### config.mk
export PLATFORM = sky130hd
export DESIGN_NAME = lmod_median
export DESIGN_NICKNAME = d
export VERILOG_FILES = /design/src/sv/lmod_pkg.sv /design/src/sv/lmod_median.sv
export SDC_FILE = /design/constraint.sdc
export NUM_CORES = 1
export LEC_CHECK = 0
export BUFFER_PORTS_ARGS = -buffer_cell sky130_fd_sc_hd__buf_4
export CAP_MARGIN = 20
export CORE_MARGIN = 5
export CORE_UTILIZATION = 25
export CTS_CLUSTER_SIZE = 30
export DETAILED_ROUTE_END_ITERATION = 8
export HOLD_SLACK_MARGIN = 0.1
export SYNTH_ARGS = -nofsm -noshare
export SYNTH_HDL_FRONTEND = slang
export SYNTH_SLANG_ARGS = --single-unit
### constraint.sdc
create_clock -name clk -period 6 [get_ports clk]
set_clock_uncertainty 0.1 [all_clocks]
set_input_delay 1.2 -clock clk [delete_from_list [all_inputs] [get_ports clk]]
set_output_delay 1.2 -clock clk [all_outputs]
set_load 0.05 [all_outputs]
### src/sv/lmod_pkg.sv
// shared types, sizes and register codes of the lidar median obstacle detector
package lmod_pkg;

	// sizes
	localparam int MAX_BEAMS    = 1024;
	localparam int WINDOW_DEPTH = 5;
	localparam int RANGE_BITS   = 16;
	localparam int ADDR_W       = $clog2(MAX_BEAMS);
	localparam int BEAM_W       = $clog2(MAX_BEAMS + 1);
	localparam int SLOT_W       = $clog2(WINDOW_DEPTH + 1);
	localparam int KEY_W        = RANGE_BITS + 1;
	localparam int CNT_W        = 11;
	localparam int FRAC_W       = 17;
	localparam int PROD_W       = FRAC_W + CNT_W;

	// configuration register indexes
	localparam logic [2:0] REG_HALF_CONE = 3'd0;
	localparam logic [2:0] REG_DETECT    = 3'd1;
	localparam logic [2:0] REG_VALID_MIN = 3'd2;
	localparam logic [2:0] REG_VALID_MAX = 3'd3;
	localparam logic [2:0] REG_FRACTION  = 3'd4;

	// input word
	typedef struct packed {
		logic [15:0] range_mm;
		logic        last_beam;
	} in_word_t;

	// result word
	typedef struct packed {
		logic             obstacle_detected;
		logic [CNT_W-1:0] hit_count;
		logic [CNT_W-1:0] beams_in_fov;
	} out_word_t;

	// configuration as seen by the datapath
	typedef struct packed {
		logic [CNT_W-1:0]      half_cone_beams;
		logic [RANGE_BITS-1:0] detect_distance_mm;
		logic [RANGE_BITS-1:0] valid_min_mm;
		logic [RANGE_BITS-1:0] valid_max_mm;
		logic [FRAC_W-1:0]     hit_fraction_q16;
	} cfg_t;

	// per-beam control travelling down the pipeline
	typedef struct packed {
		logic              vld;
		logic              last;
		logic              cone;
		logic [BEAM_W-1:0] cnt;
	} beat_ctl_t;

endpackage

### src/sv/lmod_median.sv
// per-beam median: qualify samples, rank them, pick the upper median, test it
module lmod_median (
	input  logic                                                  clk,
	input  logic                                                  arst_n,
	input  logic                                                  adv,
	input  lmod_pkg::cfg_t                                        cfg,
	input  lmod_pkg::beat_ctl_t                                   ctl_s1,
	input  logic [lmod_pkg::RANGE_BITS-1:0]                       range_s1,
	input  logic [lmod_pkg::SLOT_W-1:0]                           slot_s1,
	input  logic [lmod_pkg::SLOT_W-1:0]                           used_s1,
	input  logic [lmod_pkg::WINDOW_DEPTH-1:0][lmod_pkg::RANGE_BITS-1:0] rd_data,
	output lmod_pkg::beat_ctl_t                                   ctl_s3,
	output logic                                                  hit_s3
);
	import lmod_pkg::*;

	logic [WINDOW_DEPTH-1:0][KEY_W-1:0]  key_d;
	logic [SLOT_W-1:0]                   nval_d;
	logic [WINDOW_DEPTH-1:0][KEY_W-1:0]  key_s2;
	logic [SLOT_W-1:0]                   nval_s2;
	beat_ctl_t                           ctl_s2;
	logic [WINDOW_DEPTH-1:0][SLOT_W-1:0] rank_d;
	logic [WINDOW_DEPTH-1:0][KEY_W-1:0]  key_s3;
	logic [WINDOW_DEPTH-1:0][SLOT_W-1:0] rank_s3;
	logic [SLOT_W-1:0]                   nval_s3;
	beat_ctl_t                           ctl_s3_q;
	logic [RANGE_BITS-1:0]               med;

	// lane keys: invalid samples get the top bit set so they sort last
	always_comb begin
		logic [RANGE_BITS-1:0] v;
		logic                  ok;
		nval_d = '0;
		for (int k = 0; k < WINDOW_DEPTH; k++) begin
			v  = (slot_s1 == SLOT_W'(k)) ? range_s1 : rd_data[k];
			ok = (SLOT_W'(k) < used_s1) && (v != '0) && (v > cfg.valid_min_mm) &&
			     (v < cfg.valid_max_mm);
			key_d[k] = {~ok, v};
			nval_d   = nval_d + SLOT_W'(ok);
		end
	end

	// stable rank of each lane among all lanes
	always_comb begin
		logic lt;
		for (int i = 0; i < WINDOW_DEPTH; i++) begin
			rank_d[i] = '0;
			for (int j = 0; j < WINDOW_DEPTH; j++) begin
				lt = (key_s2[j] < key_s2[i]) || ((key_s2[j] == key_s2[i]) && (j < i));
				if (j != i) begin
					rank_d[i] = rank_d[i] + SLOT_W'(lt);
				end
			end
		end
	end

	// pipeline control
	always_ff @(posedge clk or negedge arst_n) begin
		if (!arst_n) begin
			ctl_s2   <= '0;
			ctl_s3_q <= '0;
		end else if (adv) begin
			ctl_s2   <= ctl_s1;
			ctl_s3_q <= ctl_s2;
		end
	end

	// pipeline payload
	always_ff @(posedge clk) begin
		if (adv) begin
			key_s2  <= key_d;
			nval_s2 <= nval_d;
			key_s3  <= key_s2;
			rank_s3 <= rank_d;
			nval_s3 <= nval_s2;
		end
	end

	// upper median: the valid lane whose rank is half the valid count
	always_comb begin
		med = '0;
		for (int k = 0; k < WINDOW_DEPTH; k++) begin
			if (!key_s3[k][KEY_W-1] && rank_s3[k] == (nval_s3 >> 1)) begin
				med = key_s3[k][RANGE_BITS-1:0];
			end
		end
	end

	assign hit_s3 = ctl_s3_q.cone && (nval_s3 != '0) && (med < cfg.detect_distance_mm);
	assign ctl_s3 = ctl_s3_q;

endmodule

# Yosys cells after proc, flatten, opt, wreduce, memory -nomap -nowiden
# Index checks and enable logic that the tools add are counted.
[word_totals]
ff_bits = 219
in_bits = 195
output_inout_bits = 15
wordCells = 158
[classes]
n_addsub = 19
n_lt_le_gt_ge = 36
n_eq_ne = 19
mux = 10
n_bitwise = 5
n_reduce_logical = 44
[ops]
columns = ["cell", "n"]
rows = [
  ["$lt 17x17->1", 20],
  ["$eq 17x17->1", 10],
  ["$mux 16", 10],
  ["$lt 16x16->1", 6],
  ["$gt 16x16->1", 5],
  ["$reduce_bool 16->1", 5],
  ["$logic_and 1x1->1", 22],
  ["$add 3x1->3", 7],
  ["$add 2x1->3", 6],
  ["$eq 3x2->1", 5],
  ["$add 1x1->2", 6],
  ["$logic_or 1x1->1", 10],
  ["$eq 3x2->1 const B", 2],
  ["$lt 1x3->1 const A", 2],
  ["$lt 2x3->1 const A", 2],
  ["$logic_not 1->1", 5],
  ["$not 1->1", 5],
  ["$eq 3x1->1 const B", 1],
  ["$eq 3x3->1 const B", 1],
  ["$logic_not 3->1", 1],
  ["$lt 3x3->1 const A", 1],
  ["$reduce_bool 3->1", 1],
]

# Longest topological paths before layout
[logic_depth]
depth_word = 10
mapped_depth = 15
ltp_nobuf = 13

# Worst setup path before layout
# No wires, ideal clock.
[synth_timing]
kind = "in2reg"
from = "input port slot_s1[1] in the netlist's numbering"
to = "register nval_s2[1], data pin"
setup_ns = 0.261
t_arrival_ns = 4.942
t_required_ns = 5.639
path_slack_ns = 0.697
stages = 14
path_buffers = 2
cell_sequence = "buf_2 -> nor3_2 -> clkbuf_1 -> mux2_2 -> ha_1 -> nand3_1 -> nor4_1 -> a221oi_1 -> o21a_1 -> a211o_1 -> fa_1 -> inv_1 -> fa_1 -> ha_1"
[synth_rtl]
columns = ["item", "line_no", "rtl"]
rows = [
  ["start, declared", "lmod_median.sv:9", "input logic [lmod_pkg::SLOT_W-1:0] slot_s1,"],
  ["end signal, assigned", "lmod_median.sv:72", "nval_s2 <= nval_d;"],
  ["end, declared", "lmod_median.sv:20", "logic [SLOT_W-1:0] nval_s2;"],
]

# Worst setup path in the final report
[layout_timing]
from = "register nval_s3[1]"
to = "output port hit_s3"
[layout_between]
elab_chain_len = 9
word_cells_on_any_way = 19
classes_between = "order compare (1); eq/ne (5); mux (5); reduce/logical (8)"
[layout_lines]
columns = ["item", "line_no", "rtl"]
rows = [
  ["start, declared", "lmod_median.sv:25", "logic [SLOT_W-1:0] nval_s3;"],
  ["start signal, assigned", "lmod_median.sv:75", "nval_s3 <= nval_s2;"],
  ["$eq 3x2->1", "lmod_median.sv:83", "if (!key_s3[k][KEY_W-1] && rank_s3[k] == (nval_s3 >> 1)) begin"],
  ["$logic_and 1x1->1", "lmod_median.sv:83", ""],
  ["$mux 16 (5 in a row)", "lmod_median.sv:83", ""],
  ["$lt 16x16->1", "lmod_median.sv:89", "assign hit_s3 = ctl_s3_q.cone && (nval_s3 != '0) && (med < cfg.detect_distance_mm);"],
  ["$logic_and 1x1->1 *", "lmod_median.sv:89", ""],
  ["end, declared", "lmod_median.sv:13", "output logic hit_s3"],
]
# Mark *: on every way between the ends. The rest lies on a longest branch, timed or not.

==> flow_summary.yaml <==
global_routing:
  antenna_found_initial: 0
  grt_pass1_vias: 14194
  grt-ovfl-total: 0
  track_usage_pct: 16.3
  grt_pass1_wl_um: 90700
  grt_max_degree: 112
drt:
  firstDrtPassIters: 5
  vias: 13633
  vias_per_cell: 5.15
  drt_iter0_markers: 847
  routedWlPerCell_um: 23.3
  postRouteAntennaNets: 0
  wl_um: 61700
  drc: 0
place:
  dp.cells: 2602
  gp_congestion: 0.947
  port_buffers: 181
  dp_hpwl_um: 51500
  place_area_um2: 19500
die:
  dieArea_um2: 73500
  die_h_um: 271
  core_um2: 67400
  io_pins: 210
  die_w_um: 271
  start_util_pct: 25.3
  row_count: 95
clock_tree:
  cts_resized: 0
  insertion_delay_ns: 0.54
  cts_buffer_depth: 3
  cts_tree: "yes"
  cts_buffers: 24
  clock_sinks: 219
  clk_root_buffer_cell: "clkbuf_16"
  cts_setup_buffers: 0
  hold_buffers: 0
  clk_pin_slew_ns: 0.07
  cts-htree-levels: 1
worst_setup_path:
  endpoint_kind: "output port"
  worstSetupStartpointType: "flip-flop"
  cp_slowest_cell: "or4_1"
  crit_chain: "xor2_1, or4_1, o21ai_0, a2bb2oi_1, a21oi_1, ha_1, a21oi_1, o21ai_0, a21o_1, a211oi_1, o21ai_0, buf_4, nor2_1, buf_4"
  critical_path_class: "reg -> out"
  required_ns: 4.70
  critPathMaxStageDelay_ns: 0.82
  critPathMostFrequentCell: "o21ai_0"
  arrival_ns: 4.39
  worstPathMaxFanout: 16
logic_synthesis:
  syn_inst: 1557
  synth_edf_count: 191
  synth_most_common_cell: "ha_1"
  yosys_warnings: 0
  ys_ff_latch: 219
  synth_ff_type: "edfxtp_1"
  yosys.area.top_type_share_pct: 33.6
  synth_area_per_cell_um2: 11.0
  yosys-top-cells-count: "351 x ha_1, 191 x edfxtp_1, 130 x inv_1"
  synth_cell_types: 69
  synth_top_area_cell: "edfxtp_1"
  synthesis.nets: 2110
  netlist_top_cells_area: "edfxtp_1 34%, ha_1 26%, mux2_2 5.8%"
  async_flop_share_pct: 12.8
  syn_area_um2: 17100
  synth_seq_area_share_pct: 37.7
flow_run:
  cap_viol_max_count: 0
timing:
  post-route-min-period_ns: 5.69
  drv_slew: 0
  setup_viol: 0
  fin_crit_sh_pct: 94.8
  timing.fmax_mhz: 176
  setup-tns-final_ns: 0
  slew_headroom_pct: 38.6
  rsz0062_at_grt: "no"
  worst_pin_slew_ns: 0.921
  finalHoldViolations: 0
pwr:
  powerDensity_nw_per_um2: 262
  pwr-share-comb_pct: 33.9
  power_switching_mw: 1.82
  ir_worst_vdd_mv: 0.185
  p_leak_nw: 9.08
  swShare_pct: 34.1
  cell_internal_pwr_mw: 3.51
  seqPwrFrac_pct: 38.3
  p_clk_share_pct: 27.8
  total_power_mw: 5.33
cells_and_area:
  instances_no_fill: 2645
  postLayoutCellArea_um2: 20300
  syn_to_final_growth_pct: 19.2
  fin_util_pct: 30.2
  multi_input_area_um2: 10000
  ff_latch_area_um2: 6440
  fillers: 6883
  drive_above_1_share_pct: 19.6
  nNetsFinal: 2308
  diodes: 0
min_path:
  hp-class: "reg -> reg"
status:
  status: "complete, no violations"
[worst paths after layout]
kind / slack [ns] / end / cells after the start / from
min: 0.35 / key_s3[76]$_DFFE_PP_ / 0 / key_s2[76]$_DFFE_PP_
max: 0.31 / hit_s3 / 14 / nval_s3[1]$_DFFE_PP_
min in group asynchronous: 0.48 / ctl_s3[1]$_DFFE_PN0P_ / 1 / arst_n
max reg2reg: 2.48 / rank_s3[4]$_DFFE_PP_ / 11 / key_s2[41]$_DFFE_PP_
max in group asynchronous: 5.05 / ctl_s2[12]$_DFFE_PN0P_ / 1 / arst_n
min reg2reg: 0.35 / key_s3[76]$_DFFE_PP_ / 0 / key_s2[76]$_DFFE_PP_
[state kept, by name (all words and copies together) (netlist names)]
name / flops
key_s2: 85
ctl_s2: 14
key_s3: 85
nval_s3: 3
nval_s2: 3
rank_s3: 15
ctl_s3: 14
[stage by stage]
step	hold slack [ns]	setup slack [ns]
after global routing	0.374	0.0499
after detailed placement	0.353	0.498
final	0.353	0.313
after CTS	0.355	0.239
after global placement	0.350	0.498
after floorplan	0.300	0.697
[kinds of logic (layout without fill, tap and decap cells)]
family | after synthesis | after routing | share of synthesized area, %
buffers and inverters | 157 | 372 | 3.62
AND/OR/NAND/NOR | 351 | 351 | 11.0
flip-flops | 219 | 219 | 37.7
multiplexers | 94 | 94 | 6.16
XOR/XNOR | 10 | 10 | 0.514
adder cells (fa/ha/maj) | 358 | 358 | 26.6
AO/OA/AOI/OAI | 368 | 368 | 14.4
[layer usage]
layer | part of all wire [%] | track usage (%) | wire, µm
met4 | 4.0 | 5.98 | 2470
met3 | 5.0 | 1.84 | 3090
met5 | 0 | 0 | 0
met1 | 46 | 22.4 | 28500
met2 | 45 | 26.3 | 27600
[cell type report]
type,count,area share (%)
Sequential cell,219,31.7
Multi-Input combinational cell,1181,49.3
Timing Repair Buffer,199,7.38
Clock buffer,28,3.03
Tap cell,873,5.37
Inverter,130,2.40
Clock inverter,15,0.862
[cell usage in the layout, fill, tap and decap left out, drive strengths merged, types with 22 or more instances in the layout]
| cell type | n |
|---|---|
| ha | 351 |
| buf | 198 |
| edfxtp | 191 |
| inv | 132 |
| a21oi | 99 |
| nand2 | 91 |
| mux2 | 88 |
| o21ai | 81 |
| a21o | 68 |
| nand4 | 55 |
| nor2 | 55 |
| nor4 | 32 |
| clkbuf | 29 |
| dfrtp | 28 |
| nor3 | 25 |
| nor2b | 22 |
[power groups by stage]
stage	combinational, mW	clock (mW)	sequential (mW)
after floorplan	1.10	0	2.03
after global placement	1.74	0	2.07
final	1.81	1.48	2.04
after detailed placement	1.79	0	2.07
after global routing	2.02	1.59	2.06
after CTS	1.81	1.53	2.04
[critical path: cells and delay by family, from the launching register on]
kind	cells	cell delay, ns
compound gates	8	1.38
simple gates	2	0.93
flops	1	0.57
buf+inv	2	0.39
fa+ha+maj	1	0.32
xor+xnor	1	0.26
(Power assumes the default switching activity.)
