===== config.mk =====
export PLATFORM = sky130hd
export DESIGN_NAME = lmod_decide
export DESIGN_NICKNAME = d
export VERILOG_FILES = /design/src/sv/lmod_pkg.sv /design/src/sv/lmod_decide.sv
export SDC_FILE = /design/constraint.sdc
export NUM_CORES = 1
export LEC_CHECK = 0
export BUFFER_PORTS_ARGS = -buffer_cell sky130_fd_sc_hd__buf_2
export CORE_MARGIN = 10
export CORE_UTILIZATION = 55
export CTS_BUF_LIST = sky130_fd_sc_hd__clkbuf_8 sky130_fd_sc_hd__clkbuf_16
export DETAILED_ROUTE_END_ITERATION = 7
export HOLD_SLACK_MARGIN = 0.15
export PLACE_DENSITY = 0.77
export SLEW_MARGIN = 15
export SYNTH_ARGS = -nofsm -noshare
export SYNTH_HDL_FRONTEND = slang
export SYNTH_SLANG_ARGS = --single-unit

===== constraint.sdc =====
create_clock -name clk -period 8.1 [get_ports clk]
set_clock_uncertainty 0.2 [all_clocks]
set_input_delay 1.215 -clock clk [delete_from_list [all_inputs] [get_ports clk]]
set_output_delay 1.215 -clock clk [all_outputs]
set_load 0.005 [all_outputs]

===== src/sv/lmod_pkg.sv =====
// shared types, sizes and register codes of the lidar median obstacle detector
package lmod_pkg;

	// sizes
	localparam int MAX_BEAMS    = 1024;
	localparam int WINDOW_DEPTH = 5;
	localparam int RANGE_BITS   = 16;
	localparam int ADDR_W       = $clog2(MAX_BEAMS);
	localparam int BEAM_W       = $clog2(MAX_BEAMS + 1);
	localparam int SLOT_W       = $clog2(WINDOW_DEPTH + 1);
	localparam int KEY_W        = RANGE_BITS + 1;
	localparam int CNT_W        = 11;
	localparam int FRAC_W       = 17;
	localparam int PROD_W       = FRAC_W + CNT_W;

	// configuration register indexes
	localparam logic [2:0] REG_HALF_CONE = 3'd0;
	localparam logic [2:0] REG_DETECT    = 3'd1;
	localparam logic [2:0] REG_VALID_MIN = 3'd2;
	localparam logic [2:0] REG_VALID_MAX = 3'd3;
	localparam logic [2:0] REG_FRACTION  = 3'd4;

	// input word
	typedef struct packed {
		logic [15:0] range_mm;
		logic        last_beam;
	} in_word_t;

	// result word
	typedef struct packed {
		logic             obstacle_detected;
		logic [CNT_W-1:0] hit_count;
		logic [CNT_W-1:0] beams_in_fov;
	} out_word_t;

	// configuration as seen by the datapath
	typedef struct packed {
		logic [CNT_W-1:0]      half_cone_beams;
		logic [RANGE_BITS-1:0] detect_distance_mm;
		logic [RANGE_BITS-1:0] valid_min_mm;
		logic [RANGE_BITS-1:0] valid_max_mm;
		logic [FRAC_W-1:0]     hit_fraction_q16;
	} cfg_t;

	// per-beam control travelling down the pipeline
	typedef struct packed {
		logic              vld;
		logic              last;
		logic              cone;
		logic [BEAM_W-1:0] cnt;
	} beat_ctl_t;

endpackage


===== src/sv/lmod_decide.sv =====
// hit counting per scan, field of view, fraction test and result register
module lmod_decide (
	input  logic                clk,
	input  logic                arst_n,
	input  lmod_pkg::cfg_t      cfg,
	input  lmod_pkg::beat_ctl_t ctl_s3,
	input  logic                hit_s3,
	input  logic                out_stall,
	output logic                hold,
	output logic                out_valid,
	output lmod_pkg::out_word_t out_word
);
	import lmod_pkg::*;

	logic [BEAM_W-1:0] hits_q;
	logic [BEAM_W-1:0] hits_total;
	logic [BEAM_W:0]   cone_beams;
	logic [BEAM_W-1:0] fov_d;
	logic              v_s4;
	logic [BEAM_W-1:0] hits_s4;
	logic [BEAM_W-1:0] fov_s4;
	logic [PROD_W-1:0] need;
	logic [PROD_W-1:0] have;
	logic              out_valid_q;
	out_word_t         out_word_q;
	logic              adv;

	// a finished scan waits while the result register is full and stalled
	assign hold = v_s4 && out_valid_q && out_stall;
	assign adv  = !hold;

	// hits including this beam, and the field of view at the last beam
	assign hits_total = hits_q + BEAM_W'(hit_s3);
	assign cone_beams = (BEAM_W + 1)'(cfg.half_cone_beams) + (BEAM_W + 1)'(1);
	assign fov_d      = (cone_beams < {1'b0, ctl_s3.cnt}) ? cone_beams[BEAM_W-1:0] :
	                    ctl_s3.cnt;

	// scan hit accumulator and last-beam stage
	always_ff @(posedge clk or negedge arst_n) begin
		if (!arst_n) begin
			hits_q <= '0;
			v_s4   <= 1'b0;
		end else if (adv) begin
			v_s4 <= ctl_s3.vld && ctl_s3.last;
			if (ctl_s3.vld) begin
				hits_q <= ctl_s3.last ? '0 : hits_total;
			end
		end
	end

	always_ff @(posedge clk) begin
		if (adv) begin
			hits_s4 <= hits_total;
			fov_s4  <= fov_d;
		end
	end

	// exact fraction test: hits * 65536 >= fraction * fov
	assign need = PROD_W'(cfg.hit_fraction_q16) * PROD_W'(fov_s4);
	assign have = PROD_W'({hits_s4, 16'b0});

	// result register
	always_ff @(posedge clk or negedge arst_n) begin
		if (!arst_n) begin
			out_valid_q <= 1'b0;
		end else if (!out_valid_q || !out_stall) begin
			out_valid_q <= v_s4;
		end
	end

	always_ff @(posedge clk) begin
		if (v_s4 && (!out_valid_q || !out_stall)) begin
			out_word_q.obstacle_detected <= (have >= need);
			out_word_q.hit_count         <= CNT_W'(hits_s4);
			out_word_q.beams_in_fov      <= CNT_W'(fov_s4);
		end
	end

	assign out_valid = out_valid_q;
	assign out_word  = out_word_q;

endmodule


After elaboration in Yosys (flattened, before gate mapping)

Cells that the tools add are included.

Bitwise gates (word level): 1
Add/sub/neg operators: 2
Mux-type cells: 2
Multipliers: 1
Reduce and logical (&&, ||, !) cells: 8
Magnitude comparators: 2

Operators with widths:

| kind                                           | number |
|---|---|
| greater-or-equal comparator 27 x 28 -> 1 bit   | 1 |
| multiplier 17 x 11 -> 28 bit                   | 1 |
| 2-to-1 mux 11 bit                              | 2 |
| adder 11 x 1 -> 12 bit (second input constant) | 1 |
| less-than comparator 12 x 11 -> 1 bit          | 1 |
| adder 11 x 1 -> 11 bit                         | 1 |
| logical AND 1 bit                              | 4 |
| zero test 1 bit                                | 2 |
| AND reduction 2 bit                            | 1 |
| logical OR 1 bit                               | 1 |
| inverter 1 bit                                 | 1 |

Input port bits: 94
Bits in registers: 58

Depth between registers and ports, before layout

Gate-level depths: netlist (run 1).

Word-level depth: 4
Mapped depth: 28

Worst setup path before layout (run 1)

OpenSTA, ideal clock, no wires.

Path kind: input -> register
From: input cfg[12] (netlist name)
To: register out_word_q (netlist bit out_word[22]) (data pin)
Arrival time: 7.554 ns
Setup slack: 0.197 ns
Cell stages on the path: 27
Buffers on the path: 1
Cell sequence: clkbuf_1 > and2_1 > fa_1 > inv_1 > fa_1 > inv_1 > fa_1 > fa_1 > inv_1 > fa_1 > inv_1 > ha_1 > a21oi_1 > o21ai_0 > a22o_1 > o31a_1 > a211o_1 > a2111oi_0 > a311oi_1 > ha_1 > nand3_1 > a2111oi_0 > and3_1 > and3_1 > nand4_1 > nor4_1 > a2bb2oi_1

Word-level cells in the longest chain between the ends: 2

Ends and longest elaborated chain:

| element                                      | line              | source |
|---|---|---|
| start: declaration                           | lmod_decide.sv:5  | `input lmod_pkg::cfg_t cfg,` |
| multiplier 17 x 11 -> 28 bit                 | lmod_decide.sv:59 | `assign need = PROD_W'(cfg.hit_fraction_q16) * PROD_W'(fov_s4);` |
| greater-or-equal comparator 27 x 28 -> 1 bit | lmod_decide.sv:73 | `out_word_q.obstacle_detected <= (have >= need);` |
| end: declaration                             | lmod_decide.sv:25 | `out_word_t out_word_q;` |

Every way passes these cells.
A chain may end at the register's enable or synchronous reset.

Final worst setup path (run 1)

Same ends and word-level chain as after synthesis.

==> results of run 1 <==
[flip-flops by register name, summed over array words and instances, names as in the netlist]
register	count
hits_s4	11
out_valid	1
v_s4	1
hits_q	11
out_word	23
fov_s4	11
[worst max-delay path: cells and delay by family]
family | cells | cell delay [ns]
adder cells (fa/ha/maj) | 7 | 3.15
AO/OA/AOI/OAI | 7 | 1.58
AND/OR/NAND/NOR | 7 | 1.01
buffers and inverters | 8 | 0.77
XOR/XNOR | 1 | 0.13
[cell type report]
class                   count  share of cell area
well taps                 216              0.0258
repair buffers            148              0.0905
clock buffers               9              0.0215
clock inverters             7             0.00430
flip-flops and latches     58               0.160
inverters                 175              0.0627
multi-input cells         684               0.635
[what timing repair did]
item	CTS	global route
endpoints found under the setup margin	1	1
setup buffers	0	1
pin swaps	2	27
gates resized for setup	5	18
cloned	0	0
[logic make-up after synthesis]
kind of cell | after synthesis | share of synthesized area
adder cells (fa/ha/maj) | 224 | 0.423
AO/OA/AOI/OAI | 101 | 0.0778
flip-flops | 58 | 0.186
XOR/XNOR | 31 | 0.0301
buffers and inverters | 209 | 0.0871
AND/OR/NAND/NOR | 315 | 0.180
multiplexers | 13 | 0.0158
[layout by cell type (no fill, tap or decap), types with 3 or more instances in the layout]
cell,count
buf_2,68
or3_1,5
fa_1,132
o21ai_0,22
edfxtp_1,45
a31oi_1,5
clkinvlp_4,3
a21oi_1,17
mux2_2,10
nor3_1,13
buf_4,77
nand3_1,18
nor4_1,5
and3_1,7
nor2_1,18
xnor2_1,22
a211oi_1,5
nor2b_1,4
ha_4,3
ha_1,86
dfrtp_1,13
o21a_1,5
nand2b_1,10
and2_1,105
nand2_1,114
nand4_1,4
a22o_1,5
xor2_1,9
a21o_1,11
clkbuf_16,9
a21oi_2,3
mux2i_1,3
inv_1,175
o211ai_1,3
[worst paths after layout]
check | cells past startpoint | from | slack [ns] | endpoint
worst max-delay path | 30 | cfg[12] | 0.23 | out_word[22]
worst min-delay path | 0 | hits_s4[3] | 0.26 | out_word[14]
worst max register to register | 27 | fov_s4[7] | 0.56 | out_word[22]
worst min register to register | 0 | hits_s4[3] | 0.26 | out_word[14]
max in group asynchronous | 1 | arst_n | 6.89 | hits_q[4]
min in group asynchronous | 1 | arst_n | 0.57 | hits_q[7]
[metal layers]
metal | global-route usage | wire (µm) | share of wire | vias up
met5 | 0 | 0 | 0 | -
met4 | 0.0699 | 490 | 0.023 | 0
met3 | 0.0272 | 837 | 0.040 | 48
met2 | 0.342 | 11000 | 0.52 | 213
met1 | 0.240 | 8690 | 0.41 | 3556
li1 | - | - | - | 3294
[through the flow]
stage	TNS, ns	utilization	area (µm²)	instances
after floorplan	0	-	9010	951
after global placement	-0.372	0.633	10100	1280
after detailed placement	-0.475	0.633	10100	1280
after CTS	0	0.650	10400	1296
after global routing	-0.0173	0.658	10500	1297
final	0	0.658	10500	1297
==> summary by stage, run 1 <==
Global routing
For this run, the total global-route usage over all layers was measured as 0.195. Entering global routing, the biggest net connects 25 pins. Global routing finished with a remaining overflow of 0. The first-pass GRT wire length is around 35 mm. The via count of the first global-routing pass is 7604. The number of antenna violations at the first check in global routing is 0.

Clocking
The later-pin clock latency in the skew report is 0.33 ns. No sink is reached through more buffers than the 2 on the longest clock path. The count of hold-fix buffers inserted at cts is 0.

TritonCTS built the clock tree. The H-tree was split into 3 levels. The clock drives 58 sinks. The clock root buffer master is clkbuf_16.

The clock transition at the registers of the reported paths is 0.05 ns. TritonCTS created 9 clock buffers.

Cells and area
At the end of the flow, the number of nets in the layout was ~1400. In the final layout, the multi-input gates occupy 6660 µm². Of the cells placed in the final design, the portion with a size suffix greater than 1 is 0.182. The antenna diode count is 0. The area growth from synthesis to layout is 16.4%. The total of fill cells in the finished design is ~1200.

The storage element area is 1680 µm².

Route
The average wire per cell in the routed design is between 15 and 20 µm. Summed over all layers, the routed wires come to 21.0 mm. The residual DRC count is 0. Dividing the detail-routed via count by the number of cells gives 5.48.

The number of design-rule violations left by the first detailed-router iteration is roughly 390. Detailed routing inserted a total of 7111 vias. The first detailed-routing pass ran for 5 iterations.

The remaining antenna violation count after routing is 0.

Die
From left edge to right edge, the die measures between 100 and 150 µm. The standard-cell row count is 46. For this configuration, the core starts out at a cell density of 0.565. The die covers between 20000 and 25000 µm². between 100 and 150 I/O pins were placed. The die boundary height is between 100 and 150 µm. The placeable core area is approximately 16000 µm².

Timing
Headroom to the max-slew limit came out at 0.527. The actual slew at the worst max-slew pin is roughly 0.71 ns. The count of final hold-check violations came to 0.

Setup slack on the critical path of the routed design comes to between 0.2 and 0.25 ns. The total of endpoints with negative setup slack in the final report is 0. The max-slew violation total from the final report is 0. In the finished design, the share of the clock period the worst path needs comes to 0.971.

For this run, the top clock speed supported by timing is around 0.13 GHz. The final period demand of the worst path is roughly 7.9 ns. Hold timing on the final database bottoms out at a slack of approximately 0.26 ns.

Setup path
The worst setup path is captured at a flop. Data on the critical path is required at its endpoint by approximately 8.1 ns. The worst setup path category is input pin to flop. The cell with the largest stage delay on the worst path is fa_1.

In this run the worst path has a maximum fanout of 3. For the worst setup path, the data arrival time is 7.86 ns. On the worst path, the slowest cell contributes a delay of 0.54 ns. STA classifies the critical path startpoint as an input pin. Counting stages on the worst path, the most repeated cell is fa_1.

Status
The run finished with clean final reports.

Worst hold path
The path category of the worst min-delay check is flop to flop.

Synth
The Yosys step of the flow raised 0 warnings. The most frequent cell after synthesis is inv_1. The commonest register cell after synthesis is edfxtp_1. The number of flops mapped to enable cells by yosys is 45. By count the netlist is led by inv_1 (175), fa_1 (134), nand2_1 (116), and2_1 (105), ha_1 (90). The average footprint of a synthesized cell is 9.47 µm². Counting every instance in the synthesized netlist gives 951. Of the synthesized area, sequential elements account for 0.186. For this run, asynchronously set or reset flops after synthesis account for 0.224. The most area-hungry cell type in the Yosys netlist is fa_1.

The share of Yosys cell area claimed by the top area cell type is 0.298. By area the synthesized netlist is led by fa_1 (30%), edfxtp_1 (15%), ha_1 (13%). The count of unique library cells instantiated by Yosys is 60. The post-synth net total is around 1300.

The area of the mapped netlist is 9010 µm². The number of synthesized register bits is 58.

Placement
The port buffer count is a little under 70. The half-perimeter wire length after placement is around 17 mm. At the placement stage, the worst setup path has a slack of -0.475 ns. The congestion estimate from routability-driven global placement came to 0.893.

Job
The max-cap check violation count is 0.
Power of run 1 is not shown: default switching activity piles up to over one toggle a cycle in this logic, so the estimate is an artifact.
==> inputs of run 2 (changes only) <==
==> constraint.sdc (replaced) <==
create_clock -name clk -period 8.1 [get_ports clk]
set_clock_uncertainty 0.2 [all_clocks]
set_input_delay 1.62 -clock clk [delete_from_list [all_inputs] [get_ports clk]]
set_output_delay 1.62 -clock clk [all_outputs]
set_load 0.005 [all_outputs]
==> run 2 against run 1 <==
The run now ends with setup timing left. Clock-buffer cell count stayed put. Via count is 0.63% lower. Cell area is 4.3% higher. Wire length is 2.9% higher. Global-route usage is 0.55 points higher. Setup slack worse by 0.25 ns. First-iteration DRC count is 1.0% lower. Sequential share of layout area is 0.65 points lower. Final cell count is 1.0% higher. Hold slack better by 0.0028 ns. Highest routed layer is now met5.
==> summary by stage, run 2 (synthesized netlist as in run 1, its figures left out) <==
Clocking
The clock transition at the registers of the reported paths is approximately 0.060 ns. The clock sink total is between 50 and 60. The H-tree depth is 3. In this run the deepest clock path goes through 2 buffers. The number of buffers created by CTS is 9. The clock root buffer master is clkbuf_16. Hold repair after CTS inserted 0 buffers. The later pin in the worst-skew pair is clocked with a latency of around 0.33 ns. The CTS tree is yes.

Setup path
STA puts the critical path data arrival time at ~8.1 ns. The data required time of the critical path is 8.09 ns. STA classifies the critical path endpoint as a flop. The worst setup path category is input pin to flop. Of all nets on the critical path, the largest fanout is 6. The startpoint type of the worst setup path is an input pin.

Global routing
For met3 alone, demand over resource in global routing was 0.0308. The via count of the first global-routing pass is between 7000 and 8000. The global routing's busiest layer is met2. The first global-routing pass estimated 36.4 mm of wire. The routing usage on met2 is 0.360. In the global route stage, met1 resource usage came out at 0.243.

Entering global routing, the biggest net connects 25 pins. The combined global-route utilization of all metal layers is 0.201. The total overflow left after global routing is 0. The number of antenna violations at the first check in global routing is 1.

Timing
The count of final hold-check violations is 0. Setup repair after global routing could not meet its margin everywhere. Measured against its own limit, the worst slew margin works out to 0.509. The max-slew violation total from the final report is 0. For the pin with the worst max-slew slack, the measured transition is between 0.7 and 0.8 ns. Hold is met by about 0.26 ns.

The achievable frequency is 0.123 GHz. The share of the cycle needed by the critical path after routing is 1.00. The setup slack of the critical path after layout is -0.0202 ns. The total of endpoints with negative setup slack in the final report is 1. For the finished layout, the period the worst path requires is 8.12 ns.

Job
The tool flagged a number of max-cap violations equal to 0.

Route
After detailed routing, the number of vias per cell comes to 5.39. The length of the first detailed-routing pass in iterations is 5. The final routed wirelength across all metal layers is ~22 mm. The number of design-rule violations left by the first detailed-router iteration is roughly 380. The average wire per cell in the routed design is 16.5 µm.

The detailed router placed 7066 vias in this run. The residual DRC count is 0. The remaining antenna violation count after routing is 0.

Cells and area
The net count reported at finish is ~1400. The number of antenna diodes in the final layout is 0. Of the cells placed in the final design, the portion with a size suffix greater than 1 is 0.231. The design area is 10900 µm². The area growth from synthesis to layout is 21.3%. The library cells used most frequently in the layout, excluding fill and tap cells, are inv_1 (166), fa_1 (125), nand2_1 (112). For this run, the share of the core covered by cells in the final layout is 0.686. The commonest non-fill, non-tap cell in the layout is inv_1. The register with the most flip-flops in the layout has 23 of them.

Die
The standard-cell row count is between 40 and 50. The horizontal die dimension is 148 µm. The core region is between 15000 and 20000 µm². The effective utilization at floorplan is 0.565.

~120 I/O pins were placed. The floorplan step set the die height to between 100 and 150 µm. The floorplan step defined a die boundary enclosing approximately 22000 µm².

Status
The run finished, with violations left. The final reports fail on setup timing.

Placement
The half-perimeter wire length after placement is around 17 mm. Port buffering added 69 buffers. The post-detailed-placement cell area is between 10000 and 15000 µm².

Routability-driven placement finished with a final weighted congestion of 0.888.

Worst hold path
The worst hold path belongs to the class flop to flop.
-- run 2: critical path, cell delays in order --
cell,delay (ns)
buf_4,0.12
buf_6,0.13
nand2_1,0.08
fa_2,0.42
fa_1,0.45
fa_1,0.51
inv_2,0.04
fa_1,0.57
fa_1,0.47
ha_4,0.27
a21o_1,0.19
or3_4,0.33
o211ai_1,0.32
a21oi_2,0.14
nor3_4,0.30
nor3_2,0.09
or3b_4,0.42
ha_4,0.29
nand2_4,0.06
a2111oi_4,0.32
and3_1,0.19
and3_1,0.14
nand4_1,0.10
nor4_2,0.25
buf_4,0.16
a2bb2oi_2,0.13
-- run 2: final timing paths --
kind	from	end	slack (ns)	cells past startpoint
max reg2reg	fov_s4[6]	out_word[22]	0.55	26
max in group asynchronous	arst_n	hits_q[8]	6.48	1
min reg2reg	hits_s4[9]	out_word[20]	0.26	0
min	hits_s4[9]	out_word[20]	0.26	0
min in group asynchronous	arst_n	v_s4	0.97	1
max	cfg[3]	out_word[22]	-0.02	26
-- run 2: layout make-up --
type / count / area (µm²)
well taps: 216 / 270
clock buffers: 9 / 225
flip-flops and latches: 58 / 1680
fillers: 1195 / 5010
inverters: 175 / 657
clock inverters: 7 / 125
repair buffers: 161 / 1120
multi-input cells: 684 / 6850
-- run 2: stage by stage --
step	cells	setup TNS, ns	setup slack (ns)
after CTS	1306	0	0.00233
after global placement	1285	-0.655	-0.655
after floorplan	951	0	0.00533
final	1310	-0.0202	-0.0202
after detailed placement	1285	-0.709	-0.709
after global routing	1310	-0.261	-0.261
-- run 2: what timing repair did --
action / CTS / global route
resized for setup: 34 / 53
buffers inserted: 5 / 4
endpoints found under the setup margin: 1 / 1
pin swaps: 43 / 55
-- run 2: routing by layer --
| metal | wire (µm) | vias up |
|---|---|---|
| met5 | 13 | - |
| met4 | 390 | 2 |
| met3 | 929 | 36 |
| met2 | 11500 | 191 |
| met1 | 8740 | 3519 |
| li1 | - | 3318 |
Power of run 2 is left out for the same reason.
